File: config.mk
export PLATFORM = sky130hd
export DESIGN_NAME = amls_ram
export DESIGN_NICKNAME = d
export VERILOG_FILES = /design/src/sv/amls_ram.sv
export SDC_FILE = /design/constraint.sdc
export NUM_CORES = 2
export LEC_CHECK = 0
export ABC_AREA = 1
export ABC_CLOCK_PERIOD_IN_PS = 5400
export BUFFER_PORTS_ARGS = -buffer_cell sky130_fd_sc_hd__buf_2
export CAP_MARGIN = 20
export CELL_PAD_IN_SITES_DETAIL_PLACEMENT = 0
export CELL_PAD_IN_SITES_GLOBAL_PLACEMENT = 1
export CORE_MARGIN = 2
export CORE_UTILIZATION = 43
export CTS_BUF_LIST = sky130_fd_sc_hd__clkbuf_4 sky130_fd_sc_hd__clkbuf_8
export CTS_CLUSTER_DIAMETER = 120
export DETAILED_ROUTE_END_ITERATION = 8
export PLACE_DENSITY = 0.69
export SKIP_CTS_REPAIR_TIMING = 1
export SYNTH_ARGS = -nofsm -noshare
export SYNTH_HDL_FRONTEND = slang
export SYNTH_SLANG_ARGS = --single-unit
export TNS_END_PERCENT = 20
File: constraint.sdc
create_clock -name i_clk -period 5.4 [get_ports i_clk]
set_input_delay 1.08 -clock i_clk [delete_from_list [all_inputs] [get_ports i_clk]]
set_output_delay 1.08 -clock i_clk [all_outputs]
set_load 0.01 [all_outputs]
File: src/sv/amls_ram.sv
`timescale 1ns / 1ps
// ----------------------------------------------------------------------------
// amls_ram
// Simple dual-port RAM: one write port, one read port, registered read data.
// ----------------------------------------------------------------------------
module amls_ram #(
    parameter int WIDTH = 8,
    parameter int DEPTH = 256
) (
    input  logic                     i_clk,
    input  logic                     i_we,
    input  logic [$clog2(DEPTH)-1:0] i_waddr,
    input  logic [WIDTH-1:0]         i_wdata,
    input  logic [$clog2(DEPTH)-1:0] i_raddr,
    output logic [WIDTH-1:0]         o_rdata
);

    logic [WIDTH-1:0] r_mem [DEPTH];
    logic [WIDTH-1:0] r_rdata;

    always_ff @(posedge i_clk) begin
        if (i_we) begin
            r_mem[i_waddr] <= i_wdata;
        end
        r_rdata <= r_mem[i_raddr];
    end

    assign o_rdata = r_rdata;

endmodule
# == Word level (Yosys, flattened, before mapping) ==
# Memories as Yosys holds them, arrays and structs flattened. A register that Yosys moved wholly into a read port is not among the register bits.
# Index checks and enable logic that the tools add are counted.
# word_totals
out_inout_bits,8
ram_bits,2048
ff_bits,0
n_memories,1
word_cells,3
# op_classes
muxes,2
# memory_table
name,words,word_bits,rd,rd_ports_with_merged_regs,wr,line,text
r_mem,256,8,1,1,1,18,logic [WIDTH-1:0] r_mem [DEPTH];
# op_table
operator,count
$mux 1,2

# == Depth between registers and ports, before layout ==
# logic_depth
ltp_word,2
ltp_mapped,15
mapped_depth_nobuf,11

# == Worst setup path after synthesis ==
# OpenSTA, ideal clock, no wires.
# synth_timing
path_type,input port to flip-flop
start,input i_we
end,"memory r_mem[162][0], enable pin"
required_time_ns,5.030
arrival_time_ns,2.201
path_slack_ns,2.829
n_path_buf,2
stages,4
setup_time_ns,0.370
path_cell_list,clkbuf_1 > nand3_1 > clkbuf_1 > nor2_1
# synth_between
elab_chain_len,2
# synth_rtl
element,line,text
start: declaration,11,"input logic i_we,"
$mux 1,22,if (i_we) begin
$mux 1 (not written as such),23,r_mem[i_waddr] <= i_wdata;
end: declaration,18,
# No other way between the ends.

==> results.sh <==
export IMPL_worstHoldPathType="in -> reg"
export IMPL_dieHeight_um=444.4
export IMPL_cap_violations=0
export IMPL_critPathSlowestCell="buf_12"
export IMPL_power_density_mw_per_mm2=358.4
export IMPL_hold_violations=0
export IMPL_start_util_pct=43.30
export IMPL_grt_pass1_vias=52420
export IMPL_clockRootBuffer="clkbuf_8"
export IMPL_ys_types=14
export IMPL_cts_buffers=353
export IMPL_critPathMostFrequentCell="nand3_1"
export IMPL_drive_gt1_share_pct=9.182
export IMPL_ant_nets=0
export IMPL_synth_largest_area_cell="edfxtp_1"
export IMPL_synth_area_top_cells="edfxtp_1 (74%), nand3_1 (12%), nand2_1 (9.6%)"
export IMPL_setup_viol=0
export IMPL_min_period_ns=3.404
export IMPL_crit_type="in -> reg"
export IMPL_cts_buffer_depth=4
export IMPL_grt_pass1_wl_um=353200
export IMPL_yosysWarningCount=0
export IMPL_arrival_ns=4.34
export IMPL_post_drt_wl_per_cell_um=24.71
export IMPL_cp_cell_sequence="buf_8 -> inv_16 -> buf_12 -> nand2_1 -> nand3_1 -> nand3_1 -> nand3_1 -> nand3_1 -> nand3_1 -> nand3_1 -> nand2_1 -> nand2_1 -> nand2_1"
export IMPL_clock_skew_ns=0.06504
export IMPL_placed_cell_area_mm2=0.08572
export IMPL_htreeDepth=5
export IMPL_grt_util_all_layers_pct=24.14
export IMPL_fill_cells=17170
export IMPL_drtPass1Iterations=6
export IMPL_cp_required_ns=6.33
export IMPL_fin_setup_tns_ns=0
export IMPL_finalCoreUtilization_pct=47.92
export IMPL_synth_seq_area_share_pct=73.94
export IMPL_path_max_fanout=128
export IMPL_numClockSinks=2056
export IMPL_dp_hpwl_um=131300
export IMPL_yosysTopAreaCellShare_pct=73.74
export IMPL_grt_max_degree=186
export IMPL_vdd_drop_max_mv=0.2289
export IMPL_nets=7039
export IMPL_core_mm2=0.1926
export IMPL_io_pins=34
export IMPL_clk_latency_ns=1.04
export IMPL_maxSlewViolCount=0
export IMPL_clk_pin_slew_ns=0.06
export IMPL_fmax_mhz=293.8
export IMPL_vias=54770
export IMPL_finalCritPeriodShare_pct=63.04
export IMPL_area_growth_syn_to_layout_pct=10.65
export IMPL_die_x_um=444.4
export IMPL_status="complete, no violations"
export IMPL_syn_instance_count=7003
export IMPL_rsz0062_at_grt="false"
export IMPL_relSlewSlack_pct=18.18
export IMPL_die_area_mm2=0.1975
export IMPL_num_rows=161
export IMPL_gp_congestion=0.8318
export IMPL_antenna_found_initial=7
export IMPL_worstMarginPinSlew_ns=1.223
export IMPL_cp_end_kind="flop"
export IMPL_regArea_mm2=0.06166
export IMPL_overflow=0
export IMPL_numPortBuffers=33
export IMPL_multi_input_area_mm2=0.01917
export IMPL_syn_area_mm2=0.08340
export IMPL_synth_area_per_cell_um2=11.91
export IMPL_vias_per_cell=5.593
export IMPL_ys_ff_latch=2056
export IMPL_first_iter_violations=6106
export IMPL_drc=0
export IMPL_r2r_slack_ns=3.36
export IMPL_fin_area_mm2=0.09228
export IMPL_synth_nets=7029
export IMPL_cp_start_kind="input pin"
export IMPL_postRouteWirelength_um=242000
export IMPL_cpPeakStageDelay_ns=0.45
export IMPL_cts_tree="yes"
export IMPL_total_leakage_power_nw=31.90
## path summary, 6_finish.rpt
kind,startpoint,endpoint,cells after the start
worst min-delay path,i_raddr[7],o_rdata[2],3
worst min register to register,r_mem[116][6],o_rdata[6],10
worst max-delay path,i_raddr[0],o_rdata[6],13
worst max register to register,r_mem[189][6],o_rdata[6],10
## routing by layer
layer  vias to the layer above  global-route usage, %  part of all wire (%)
li1                      24930                      -                     -
met1                     27220                  33.73                    42
met2                      2223                  38.09                    47
met3                       407                  4.366                   7.5
met4                         0                  8.341                   3.1
met5                         -                      0                     0
## report_power, final
| part | switching [W] | total (W) | internal, W | leakage (nW) |
|---|---|---|---|---|
| registers | 0.0000179 | 0.0176 | 0.0176 | 18.5 |
| clock network | 0.00616 | 0.0134 | 0.00726 | 3.48 |
| logic | 0.00157 | 0.00204 | 0.000468 | 9.95 |
| total | 0.00774 | 0.0331 | 0.0253 | 31.9 |
## kinds of logic (layout without fill, tap and decap cells)
group,after synthesis,in the layout,share of synthesized area (%)
buf+inv,522,783,3.119
simple gates,4425,4425,22.95
other cells,0,4,0
flops,2056,2056,73.94
## cells in the mapped netlist
| library cell | count |
|---|---|
| buf_1 | 40 |
| inv_2 | 2 |
| nand3_1 | 2019 |
| buf_2 | 268 |
| inv_1 | 36 |
| buf_4 | 46 |
| nand2_1 | 2123 |
| dfxtp_1 | 8 |
| nor2_1 | 283 |
| buf_8 | 1 |
| buf_6 | 16 |
| inv_4 | 1 |
| clkbuf_1 | 112 |
| edfxtp_1 | 2048 |
## through the flow
step	std cells	hold WS (ns)	total power (W)	worst slack (ns)
finish	9794	0.5062	0.03307	1.996
floorplan	7003	0.8355	0.01903	2.829
global placement	9184	0.9833	0.01997	1.160
CTS	9790	0.4077	0.03330	2.314
detailed placement	9184	0.9828	0.01998	1.154
global route	9792	0.4554	0.03411	2.092
## cell usage in the layout, fill, tap and decap left out
| cell | n |
|---|---|
| clkinv_1 | 94 |
| nand2_2 | 12 |
| clkbuf_8 | 364 |
| clkbuf_4 | 106 |
| nor2_1 | 283 |
| bufinv_16 | 7 |
| clkinvlp_4 | 3 |
| edfxtp_1 | 2048 |
| clkinv_2 | 32 |
| inv_8 | 2 |
| inv_1 | 34 |
| buf_12 | 39 |
| nand3_1 | 2019 |
| dfxtp_1 | 8 |
| diode_2 | 4 |
| buf_2 | 21 |
| inv_16 | 1 |
| nand2_1 | 2111 |
| buf_8 | 11 |
| inv_2 | 1 |
| buf_4 | 67 |
| inv_4 | 1 |
## worst max-delay path, delay by kind of cell
family,cells,cell delay [ns]
simple gates,10,1.64
buf+inv,3,1.21
## area by class of cell
type | count | share of cell area (%)
inverter | 39 | 0.1952
antenna | 4 | 0.01085
multi-input combinational | 4425 | 20.77
clock buffer | 470 | 6.291
clock inverter | 136 | 0.8081
timing repair buffer | 138 | 1.684
tap | 2526 | 3.425
sequential | 2056 | 66.82
## registers in the layout (all words and copies together), names as in the netlist
signal and cells:
o_rdata 8, r_mem 2048
Power figures use the tool's default switching activity.
